$ cat src/rtl/hqja_pkg.sv
`default_nettype none

package hqja_pkg;

    // Default sizes of the queue.
    localparam int CAPACITY_DEF   = 64;
    localparam int DATA_WIDTH_DEF = 32;

    // Widest tag and count over the whole legal range of CAPACITY (up to 1024 entries).
    localparam int MAX_TAG_W = 10;
    localparam int MAX_CNT_W = 11;

    // Operation carried by an input beat.
    typedef enum logic [1:0] {
        OP_PUSH  = 2'd0,
        OP_POP   = 2'd1,
        OP_QUERY = 2'd2,
        OP_JUMP  = 2'd3
    } opcode_t;

    // Status carried by a result beat.
    typedef enum logic [1:0] {
        ERR_OK    = 2'd0,
        ERR_EMPTY = 2'd1,
        ERR_FULL  = 2'd2,
        ERR_STALE = 2'd3
    } err_t;

    // Operation that every cell of the order chain applies.
    typedef enum logic [1:0] {
        CMD_HOLD = 2'd0,
        CMD_PUSH = 2'd1,
        CMD_POP  = 2'd2,
        CMD_JUMP = 2'd3
    } cell_cmd_t;

    // Control that is broadcast to all cells of the chain.
    typedef struct packed {
        cell_cmd_t              cmd;
        logic [MAX_CNT_W-1:0]   count;
        logic [MAX_CNT_W-1:0]   old_pos;
        logic [MAX_CNT_W-1:0]   target_pos;
        logic [MAX_TAG_W-1:0]   tag;
    } cell_ctrl_t;

endpackage

`default_nettype wire

$ cat src/rtl/hqja_ram.sv
`default_nettype none

module hqja_ram #(
    parameter int WIDTH = hqja_pkg::DATA_WIDTH_DEF,
    parameter int DEPTH = hqja_pkg::CAPACITY_DEF
) (
    input  wire logic                     clk,
    input  wire logic                     we,
    input  wire logic [$clog2(DEPTH)-1:0] waddr,
    input  wire logic [WIDTH-1:0]         wdata,
    input  wire logic                     re,
    input  wire logic [$clog2(DEPTH)-1:0] raddr,
    output logic      [WIDTH-1:0]         rdata
);

    logic [WIDTH-1:0] mem [DEPTH];

    always_ff @(posedge clk)
    begin
        if (we)
        begin
            mem[waddr] <= wdata;
        end
        if (re)
        begin
            rdata <= mem[raddr];
        end
    end

endmodule

`default_nettype wire

$ cat src/rtl/hqja_cell.sv
`default_nettype none

module hqja_cell #(
    parameter int TAG_W = 6,
    parameter int INDEX = 0
) (
    input  wire logic                 clk,
    input  wire hqja_pkg::cell_ctrl_t ctrl,
    input  wire logic [TAG_W-1:0]     prev_tag,
    input  wire logic [TAG_W-1:0]     next_tag,
    output logic      [TAG_W-1:0]     tag,
    output logic                      match
);

    localparam int CW = hqja_pkg::MAX_CNT_W;
    localparam logic [CW-1:0] IDX = CW'(INDEX);

    logic [TAG_W-1:0] tag_reg;
    logic [TAG_W-1:0] tag_next;

    // Each cell holds the tag at one queue position and takes a neighbor's tag on a shift.
    always_comb
    begin
        tag_next = tag_reg;
        case (ctrl.cmd)
            hqja_pkg::CMD_HOLD:
            begin
                tag_next = tag_reg;
            end
            hqja_pkg::CMD_PUSH:
            begin
                if (ctrl.count == IDX)
                begin
                    tag_next = ctrl.tag[TAG_W-1:0];
                end
            end
            hqja_pkg::CMD_POP:
            begin
                tag_next = next_tag;
            end
            hqja_pkg::CMD_JUMP:
            begin
                if (ctrl.target_pos == IDX)
                begin
                    tag_next = ctrl.tag[TAG_W-1:0];
                end
                else if ((IDX > ctrl.target_pos) && (IDX <= ctrl.old_pos))
                begin
                    tag_next = prev_tag;
                end
            end
            default:
            begin
                tag_next = tag_reg;
            end
        endcase
    end

    always_ff @(posedge clk)
    begin
        tag_reg <= tag_next;
    end

    assign tag   = tag_reg;
    assign match = (IDX < ctrl.count) && (tag_reg == ctrl.tag[TAG_W-1:0]);

endmodule

`default_nettype wire

$ cat src/rtl/handle_queue_with_jump_ahead.sv
`default_nettype none

// Channel  Handshake              Fields
// -------  ---------------------  ---------------------------------------------------------
// input    in_valid / in_ready    opcode, push_value, item_handle, jump_distance
// output   out_valid / out_ready  result_value, new_handle, item_position, occupancy,
//                                 error_code
//
// One operation is in flight at a time. A push, and a pop on an empty queue, finish in the
// execute state after accept; a pop adds a pop-read state for the registered read of the
// value memory, and a query or jump adds a move state, since the found position of the tag
// compare across the cell chain is registered before the shift. Reset clears the occupancy
// count and the live flag of every tag; there is no clearing pass. A stalled output holds
// the finished beat while the next beat is already accepted.

module handle_queue_with_jump_ahead #(
    parameter int CAPACITY   = hqja_pkg::CAPACITY_DEF,
    parameter int DATA_WIDTH = hqja_pkg::DATA_WIDTH_DEF
) (
    input  wire logic        clk,
    input  wire logic        rst_n,

    input  wire logic        in_valid,
    output logic             in_ready,
    input  wire logic [1:0]  opcode,
    input  wire logic [31:0] push_value,
    input  wire logic [5:0]  item_handle,
    input  wire logic [6:0]  jump_distance,

    output logic             out_valid,
    input  wire logic        out_ready,
    output logic [31:0]      result_value,
    output logic [5:0]       new_handle,
    output logic [5:0]       item_position,
    output logic [6:0]       occupancy,
    output logic [1:0]       error_code
);

    // Tag width, count width and the width used for the jump arithmetic.
    localparam int TW  = $clog2(CAPACITY);
    localparam int CW  = $clog2(CAPACITY + 1);
    localparam int DW  = (TW > 7) ? TW : 7;
    localparam int MTW = hqja_pkg::MAX_TAG_W;
    localparam int MCW = hqja_pkg::MAX_CNT_W;

    // Sequencer: take a beat, execute it on the chain, then finish a pop or a locate.
    typedef enum logic [3:0] {
        S_IDLE  = 4'b0001,
        S_EXEC  = 4'b0010,
        S_POPRD = 4'b0100,
        S_MOVE  = 4'b1000
    } state_t;

    state_t                state_reg;
    state_t                state_next;

    // Captured input beat.
    hqja_pkg::opcode_t     op_reg;
    logic [31:0]           value_reg;
    logic [5:0]            handle_reg;
    logic [6:0]            dist_reg;

    // Queue bookkeeping.
    logic [CW-1:0]         count_reg;
    logic [CW-1:0]         count_next;
    logic [CAPACITY-1:0]   tag_in_use_reg;
    logic [CAPACITY-1:0]   tag_in_use_next;
    logic                  free_any_reg;
    logic [TW-1:0]         free_tag_reg;
    logic                  free_any;
    logic [TW-1:0]         free_tag;

    // Result of a locate, held for the move cycle.
    logic                  live_reg;
    logic                  live_next;
    logic [TW-1:0]         pos_reg;
    logic [TW-1:0]         pos_next;

    // Output register.
    logic                  out_valid_reg;
    logic                  out_valid_next;
    logic                  out_load;
    logic [31:0]           result_value_reg;
    logic [31:0]           result_value_next;
    logic [5:0]            new_handle_reg;
    logic [5:0]            new_handle_next;
    logic [5:0]            item_position_reg;
    logic [5:0]            item_position_next;
    logic [6:0]            occupancy_reg;
    hqja_pkg::err_t        error_code_reg;
    hqja_pkg::err_t        error_code_next;

    // Cell chain.
    hqja_pkg::cell_ctrl_t  ctrl;
    logic [TW-1:0]         tag_w [CAPACITY];
    logic [CAPACITY-1:0]   match_w;
    logic                  found;
    logic [TW-1:0]         found_pos;

    // Value memory, indexed by tag.
    logic                  ram_we;
    logic                  ram_re;
    logic [DATA_WIDTH-1:0] ram_rdata;

    // Helper signals.
    logic                  go;
    logic                  full;
    logic                  handle_in_range;
    logic                  handle_in_use;
    logic [TW-1:0]         handle_tag;
    logic [TW-1:0]         target;
    logic [DW-1:0]         old_d;
    logic [DW-1:0]         dist_d;
    logic [DATA_WIDTH+31:0] push_ext;
    logic [DATA_WIDTH+31:0] rdata_ext;
    logic [TW+5:0]         free_ext;
    logic [TW+5:0]         pos_ext;
    logic [TW+5:0]         target_ext;
    logic [CW+6:0]         count_ext;

    // A result may be written when the output register is empty or is being taken now.
    assign go       = !out_valid_reg || out_ready;
    assign in_ready = (state_reg == S_IDLE);
    assign full     = (count_reg == CW'(CAPACITY));

    // A handle beyond the tag space is never live.
    assign handle_in_range = (32'(handle_reg) < 32'(CAPACITY));
    assign handle_tag      = TW'(handle_reg);
    assign handle_in_use   = handle_in_range && tag_in_use_reg[handle_tag];

    // Clamped destination of a jump.
    assign old_d  = DW'(pos_reg);
    assign dist_d = DW'(dist_reg);
    assign target = (old_d < dist_d) ? '0 : TW'(old_d - dist_d);

    assign push_ext   = {{DATA_WIDTH{1'b0}}, value_reg};
    assign rdata_ext  = {32'b0, ram_rdata};
    assign free_ext   = {6'b0, free_tag_reg};
    assign pos_ext    = {6'b0, pos_reg};
    assign target_ext = {6'b0, target};
    assign count_ext  = {7'b0, count_next};

    // Lowest free tag, taken from the live flags of the previous cycle. Every operation
    // spends its accept cycle in the idle state before it executes, so it is always current.
    always_comb
    begin
        free_any = 1'b0;
        free_tag = '0;
        for (int i = CAPACITY - 1; i >= 0; i--)
        begin
            if (!tag_in_use_reg[i])
            begin
                free_any = 1'b1;
                free_tag = TW'(i);
            end
        end
    end

    // Position of the matching cell; at most one live cell holds a given tag.
    always_comb
    begin
        found_pos = '0;
        for (int i = 0; i < CAPACITY; i++)
        begin
            if (match_w[i])
            begin
                found_pos = found_pos | TW'(i);
            end
        end
    end
    assign found = |match_w;

    // Main sequencer and datapath control.
    always_comb
    begin
        state_next         = state_reg;
        count_next         = count_reg;
        tag_in_use_next    = tag_in_use_reg;
        live_next          = live_reg;
        pos_next           = pos_reg;
        ram_we             = 1'b0;
        ram_re             = 1'b0;
        out_load           = 1'b0;
        result_value_next  = '0;
        new_handle_next    = '0;
        item_position_next = '0;
        error_code_next    = hqja_pkg::ERR_OK;

        ctrl.cmd           = hqja_pkg::CMD_HOLD;
        ctrl.count         = MCW'(count_reg);
        ctrl.old_pos       = MCW'(pos_reg);
        ctrl.target_pos    = MCW'(target);
        ctrl.tag           = MTW'(handle_tag);

        case (state_reg)
            S_IDLE:
            begin
                if (in_valid)
                begin
                    state_next = S_EXEC;
                end
            end

            S_EXEC:
            begin
                case (op_reg)
                    hqja_pkg::OP_PUSH:
                    begin
                        if (go)
                        begin
                            out_load   = 1'b1;
                            state_next = S_IDLE;
                            if (full || !free_any_reg)
                            begin
                                error_code_next = hqja_pkg::ERR_FULL;
                            end
                            else
                            begin
                                ctrl.cmd                      = hqja_pkg::CMD_PUSH;
                                ctrl.tag                      = MTW'(free_tag_reg);
                                tag_in_use_next[free_tag_reg] = 1'b1;
                                ram_we                        = 1'b1;
                                count_next                    = count_reg + 1'b1;
                                new_handle_next               = free_ext[5:0];
                            end
                        end
                    end

                    hqja_pkg::OP_POP:
                    begin
                        if (count_reg == '0)
                        begin
                            if (go)
                            begin
                                out_load        = 1'b1;
                                error_code_next = hqja_pkg::ERR_EMPTY;
                                state_next      = S_IDLE;
                            end
                        end
                        else
                        begin
                            // The whole chain shifts toward the head while the head's value is read; the read
                            // data is registered in the memory and loaded into the output in the pop-read state.
                            ctrl.cmd                  = hqja_pkg::CMD_POP;
                            tag_in_use_next[tag_w[0]] = 1'b0;
                            ram_re                    = 1'b1;
                            count_next                = count_reg - 1'b1;
                            state_next                = S_POPRD;
                        end
                    end

                    default:
                    begin
                        // Query or jump: every cell compares its tag with the handle.
                        live_next  = handle_in_use && found;
                        pos_next   = found_pos;
                        state_next = S_MOVE;
                    end
                endcase
            end

            S_POPRD:
            begin
                if (go)
                begin
                    out_load          = 1'b1;
                    result_value_next = rdata_ext[31:0];
                    state_next        = S_IDLE;
                end
            end

            S_MOVE:
            begin
                if (go)
                begin
                    out_load   = 1'b1;
                    state_next = S_IDLE;
                    if ((op_reg == hqja_pkg::OP_JUMP) && (dist_reg == '0))
                    begin
                        // A zero-distance jump moves nothing, gives a live item's position and no error.
                        if (live_reg)
                        begin
                            item_position_next = pos_ext[5:0];
                        end
                    end
                    else if (!live_reg)
                    begin
                        error_code_next = hqja_pkg::ERR_STALE;
                    end
                    else if (op_reg == hqja_pkg::OP_QUERY)
                    begin
                        item_position_next = pos_ext[5:0];
                    end
                    else
                    begin
                        // The item lands at the target and the passed items slide back.
                        ctrl.cmd           = hqja_pkg::CMD_JUMP;
                        item_position_next = target_ext[5:0];
                    end
                end
            end

            default:
            begin
                state_next = S_IDLE;
            end
        endcase

        out_valid_next = out_valid_reg && !out_ready;
        if (out_load)
        begin
            out_valid_next = 1'b1;
        end
    end

    // Control registers.
    always_ff @(posedge clk or negedge rst_n)
    begin
        if (!rst_n)
        begin
            state_reg      <= S_IDLE;
            count_reg      <= '0;
            tag_in_use_reg <= '0;
            free_any_reg   <= 1'b0;
            live_reg       <= 1'b0;
            out_valid_reg  <= 1'b0;
        end
        else
        begin
            state_reg      <= state_next;
            count_reg      <= count_next;
            tag_in_use_reg <= tag_in_use_next;
            free_any_reg   <= free_any;
            live_reg       <= live_next;
            out_valid_reg  <= out_valid_next;
        end
    end

    // Payload registers.
    always_ff @(posedge clk)
    begin
        free_tag_reg <= free_tag;
        pos_reg      <= pos_next;
        if (in_valid && in_ready)
        begin
            op_reg     <= hqja_pkg::opcode_t'(opcode);
            value_reg  <= push_value;
            handle_reg <= item_handle;
            dist_reg   <= jump_distance;
        end
        if (out_load)
        begin
            result_value_reg  <= result_value_next;
            new_handle_reg    <= new_handle_next;
            item_position_reg <= item_position_next;
            occupancy_reg     <= count_ext[6:0];
            error_code_reg    <= error_code_next;
        end
    end

    // Chain of cells, head at index 0. Each cell sees its neighbors; an end cell sees itself where none is.
    for (genvar gi = 0; gi < CAPACITY; gi++)
    begin : g_cell
        logic [TW-1:0] prev_w;
        logic [TW-1:0] next_w;

        if (gi == 0)
        begin : g_head
            assign prev_w = tag_w[gi];
        end
        else
        begin : g_body
            assign prev_w = tag_w[gi-1];
        end

        if (gi == CAPACITY - 1)
        begin : g_tail
            assign next_w = tag_w[gi];
        end
        else
        begin : g_mid
            assign next_w = tag_w[gi+1];
        end

        hqja_cell #(
            .TAG_W (TW),
            .INDEX (gi)
        ) u_cell (
            .clk      (clk),
            .ctrl     (ctrl),
            .prev_tag (prev_w),
            .next_tag (next_w),
            .tag      (tag_w[gi]),
            .match    (match_w[gi])
        );
    end

    // Value memory: written by a push at the new tag, read by a pop at the head tag.
    hqja_ram #(
        .WIDTH (DATA_WIDTH),
        .DEPTH (CAPACITY)
    ) u_values (
        .clk   (clk),
        .we    (ram_we),
        .waddr (free_tag_reg),
        .wdata (push_ext[DATA_WIDTH-1:0]),
        .re    (ram_re),
        .raddr (tag_w[0]),
        .rdata (ram_rdata)
    );

    assign out_valid     = out_valid_reg;
    assign result_value  = result_value_reg;
    assign new_handle    = new_handle_reg;
    assign item_position = item_position_reg;
    assign occupancy     = occupancy_reg;
    assign error_code    = error_code_reg;

    // The number of live tags always equals the number of queued items.
    assert property (@(posedge clk) disable iff (!rst_n)
        $countones(tag_in_use_reg) == int'(count_reg))
        else $error("live tag count differs from queue occupancy");

    // The queue never holds more than its capacity.
    assert property (@(posedge clk) disable iff (!rst_n)
        count_reg <= CW'(CAPACITY))
        else $error("queue occupancy beyond capacity");

    // A pop on a non-empty queue removes exactly one item and waits for the read data.
    assert property (@(posedge clk) disable iff (!rst_n)
        (state_reg == S_EXEC && op_reg == hqja_pkg::OP_POP && count_reg != '0) |=>
        (state_reg == S_POPRD && count_reg == $past(count_reg) - 1'b1))
        else $error("pop did not shift out exactly one item");

    // Only one operation is in flight: an accepted beat closes the input channel.
    assert property (@(posedge clk) disable iff (!rst_n)
        (in_valid && in_ready) |=> !in_ready)
        else $error("input taken while an operation is in flight");

endmodule

`default_nettype wire
$ cat config.mk
export PLATFORM = sky130hd
export DESIGN_NAME = handle_queue_with_jump_ahead
export DESIGN_NICKNAME = d
export VERILOG_FILES = /design/src/rtl/hqja_pkg.sv /design/src/rtl/hqja_ram.sv /design/src/rtl/hqja_cell.sv /design/src/rtl/handle_queue_with_jump_ahead.sv
export SDC_FILE = /design/constraint.sdc
export NUM_CORES = 2
export LEC_CHECK = 0
export BUFFER_PORTS_ARGS = -buffer_cell sky130_fd_sc_hd__buf_2
export CAP_MARGIN = 40
export CORE_MARGIN = 8
export CORE_UTILIZATION = 30
export DETAILED_ROUTE_END_ITERATION = 8
export PLACE_DENSITY = 0.47
export SLEW_MARGIN = 25
export SYNTH_ARGS = -nofsm -noshare
export SYNTH_HDL_FRONTEND = slang
export SYNTH_HIERARCHICAL = 1
export SYNTH_SLANG_ARGS = --single-unit
$ cat constraint.sdc
create_clock -name clk -period 16.7 [get_ports clk]
set_clock_uncertainty 0.05 [all_clocks]
set_input_delay 0.835 -clock clk [delete_from_list [all_inputs] [get_ports clk]]
set_output_delay 0.835 -clock clk [all_outputs]
set_load 0.02 [all_outputs]
# == Word-level counts from Yosys, hierarchy flattened ==
# Memory sizes are Yosys's and may differ from the RTL's. A register that Yosys moved wholly into a read port is not among the register bits.
# Cells that the tools add are included.
# word_totals
inputBits,51
wordCells,1720
mem_bits_rw,2048
memories,1
reg_bits,574
# op_classes
reduce_logical,218
mux,876
n_eq_ne,335
magnitude_cmp,196
bitwise,5
n_addsub,3
# memory_table
memory,depth,width,read_ports,rd_ports_with_merged_regs,wr,line,rtl
u_values.mem,64,32,1,1,1,hqja_ram.sv:16,logic [WIDTH-1:0] mem [DEPTH];
# ops
operator,count
6-bit 2-to-1 mux,549
6-bit case mux with 3 select lines,63
64-bit 2-to-1 mux,11
6-bit == test,64
7-bit by 6-bit == test with 1-bit output (second input constant),32
6-bit by 7-bit less-than comparator with 1-bit output (first input constant),32
6-bit == test (second input constant),32
6-bit greater-than comparator (first input constant),32
6-bit less-or-equal comparator (first input constant),32
3-bit AND reduction,64
3-bit by 1-bit inequality test with 1-bit output (second input constant),63
5-bit 2-to-1 mux,32
1-bit logical AND,133
2-bit by 1-bit inequality test with 1-bit output (second input constant),65
64-bit case mux with 2 select lines,1
4-bit 2-to-1 mux,30
7-bit by 5-bit == test with 1-bit output (second input constant),16
5-bit by 7-bit less-than comparator with 1-bit output (first input constant),16
1-bit 2-to-1 mux,104
2-bit 2-to-1 mux,51
6-bit by 5-bit == test with 1-bit output (second input constant),16
5-bit by 6-bit greater-than comparator with 1-bit output (first input constant),16
5-bit by 6-bit less-or-equal comparator with 1-bit output (first input constant),16
7-bit 2-to-1 mux,12
other kinds (64),151

# == Depth between registers and ports, before layout ==
# logic_depth
word_depth,79
depth_mapped,20
depth_no_buf,19

# == Least setup slack after synthesis ==
# OpenSTA, ideal clock, no wires.
# synth_timing
path_type,reg2reg
start,reg pos_reg[1]
end,reg g_cell[60].u_cell.tag_reg[0] (enable)
t_arrival_ps,13174
setup_ps,369
path_stages_with_launch,12
period_less_slack_ps,13593
path_buffers,0
t_required_ps,16281
slack_ps,3107
path_cell_list,edfxtp_1 ha_1 nor2b_1 o21ai_0 a21boi_0 o21ai_0 a21boi_0 nor4b_1 nand4_1 o41ai_4 a31oi_1 a21oi_1
# synth_lines
element,line,rtl
start: declaration,handle_queue_with_jump_ahead.sv:76,logic [TW-1:0] pos_reg;
start signal: assignment,handle_queue_with_jump_ahead.sv:343,pos_reg <= pos_next;
end signal: assignment,hqja_cell.sv:61,tag_reg <= tag_next;
end: declaration,hqja_cell.sv:18,logic [TAG_W-1:0] tag_reg;

==> run metrics <==
Yosys top cell area share 63.70%; Max Clk Rate 147.6 MHz; CTS H-tree lvls 5; Avg Vias per Cell 5.289; CP startpoint count_reg[0]; Yosys reg bits 2654; total setup buffers inserted after CTS 0; hold slack 0.1012 ns; Worst EP arrival 7.36 ns; Hold Violations, Final 0; DRT iter0 DRCs 7925; drt wl/cell 27.41 µm; Routed WL 391900 µm; worst hold path class in -> reg; DP Area 133300 µm²; CORE AREA 402300 µm²; placed insts 13700; number of CTS-inserted buffers 301; post-route DRC violation count 0; Die Span Y 651.5 µm; Clock Tree Buf Depth 4; clk_lat worst skew 0.92 ns; dominant cell type by area after synthesis edfxtp_1; Critical Path RT 17.29 ns; outcome finished, final reports clean; fin crit period 6.776 ns; CP Capture Type register; global-route wire length before repair 563400 µm; Static Leakage 46.28 nW; Worst Max-Slew Pin Slew 0.9548 ns; CP Class reg -> reg; Total Nets Final 8841; max-slew violation count 0; Final Cell Area 143500 µm²; CTS tree built; layout cell share with drive strength beyond 1 20.97%; Ys Warns 6; FF-to-FF path depth 17; post-synthesis sequential area ratio 65.41%; Yosys cell types 142; gpl congestion 0.8559; input/output buffers 105; RR Startpoint count_reg[0]; Synth area leaders edfxtp_1 64%, mux4_2 9.7%, o221a_1 1.6%; DIE AREA 424400 µm²; die width 651.5 µm; predominant post-synthesis flop cell edfxtp_1; Power Dens Cells 117.9 nW/µm²; Rel. slew slack 36.35%; most common cell in the netlist edfxtp_1; Layout Cells excl Fill 14300; start point of the worst min-delay path jump_distance[6]; CP Capture Point pos_reg[5]; Max-cap violations 0; max reg flops 2048; Pwr Total 16.91 mW; number of global-route vias before repair 76130; Netlist Area Pre-Place 121200 µm²; maximum vdd drop 72.28 µV; Post-DRT Antenna Nets 0; Setup Viol. Count Final 0; I/O pin count 106; row cnt 233; clock sinks 2654; RSZ-0062 raised after global routing no; Starting Density 30.11%; Area Growth Syn to Fin 18.42%; pin count of the biggest net entering global routing 162; initial antenna violation count 18; GRT overflow 0; Pre-Repair DR Iteration Count 6; post-route clock period utilization 40.58%; Final HPWL DP 238900 µm; top post-synthesis cells by count 2570 x edfxtp_1, 524 x mux4_2, 285 x nor2_1; Async S/R FF share, synth 2.939%; Via Count 75630; Worst R2R End pos_reg[5]; synthesized instance count 7379; All-Layer GR Usage 17.84%; r2r setup slk 9.92 ns; setup TNS 0 ns; synthesized area per cell 16.42 µm²; maximum fanout along the worst path 52; Post-synth EDFFs 2570; CP startpoint kind register; Root Driver clkbuf_16; clk slew on worst S/H paths 0.06 ns
[layer usage]
layer,up-vias,global-route usage [%],wire (µm)
met5,-,0,0
met4,0,4.293,9896
met3,513,2.252,21800
met2,2528,31.02,196000
met1,39770,23.68,164200
li1,32820,-,-
[kinds of logic after synthesis]
logic type | after synthesis | share of synthesized area, %
flops | 2654 | 65.41
buf+inv | 365 | 1.519
simple gates | 1942 | 10.20
compound gates | 1443 | 9.777
mux | 575 | 10.17
fa+ha+maj | 10 | 0.1095
xor+xnor | 389 | 2.812
other cells | 1 | 0.003095
[placed cells by master, fill, tap and decap left out, types with 176 or more instances in the layout]
master,count
edfxtp_1,2570
conb_1,928
mux4_2,524
clkbuf_16,310
nor2_1,220
buf_4,220
xnor2_1,219
nand2b_1,211
o21ai_0,204
nand2_1,190
o221a_1,176
[per-stage QoR]
step,utilization (%),worst slack [ns]
floorplan,-,3.107
global placement,33.03,10.08
detailed placement,33.15,10.08
CTS,35.58,10.03
global route,35.66,9.750
finish,35.66,9.924
[worst max-delay path, cell delays in order (launching register included)]
cell      delay [ns]
dfrtp_4         0.83
inv_1           0.20
ha_1            0.25
inv_1           0.19
o311ai_2        0.15
o21ai_1         0.20
and2_4          0.28
and3_1          0.23
a21o_4          0.48
buf_4           0.55
buf_4           0.71
xnor2_1         0.18
nand4_1         0.13
nor4_1          0.10
or4_1           0.60
nor4_1          0.55
nand3_1         0.23
or4_1           0.55
[area by class of cell]
class                           count  area, µm²
Fill cell                       38090     258800
Sequential cell                  2654      79270
Multi-Input combinational cell   5287      44260
Clock buffer                      374       8058
Tap cell                         5287       6615
Timing Repair Buffer              423       3517
Clock inverter                    157       1314
Inverter                          113      427.9
Antenna cell                        5      12.51
[report_power, final]
group          switching (mW)  leakage [nW]  internal (mW)  total, mW
registers               0.208          24.2           7.74       7.94
clock network            2.70          4.60           3.71       6.41
logic                    1.72          17.5          0.838       2.55
[timing repair]
action,in CTS,in global routing
endpoints found under the hold margin,118,0
resized for setup,0,0
hold buffers,42,0
[worst min-delay path by stage]
stage               depth (start not counted)  slack [ns]                   end
floorplan                                   1        0.45       result_value[0]
global placement                            0        0.44  u_values/mem[26][12]
detailed placement                          1        0.47      result_value[18]
CTS                                         1      0.0004             dist_d[5]
global route                                1        0.03             dist_d[6]
finish                                      1        0.10             dist_d[6]
(Power assumes the default switching activity.)
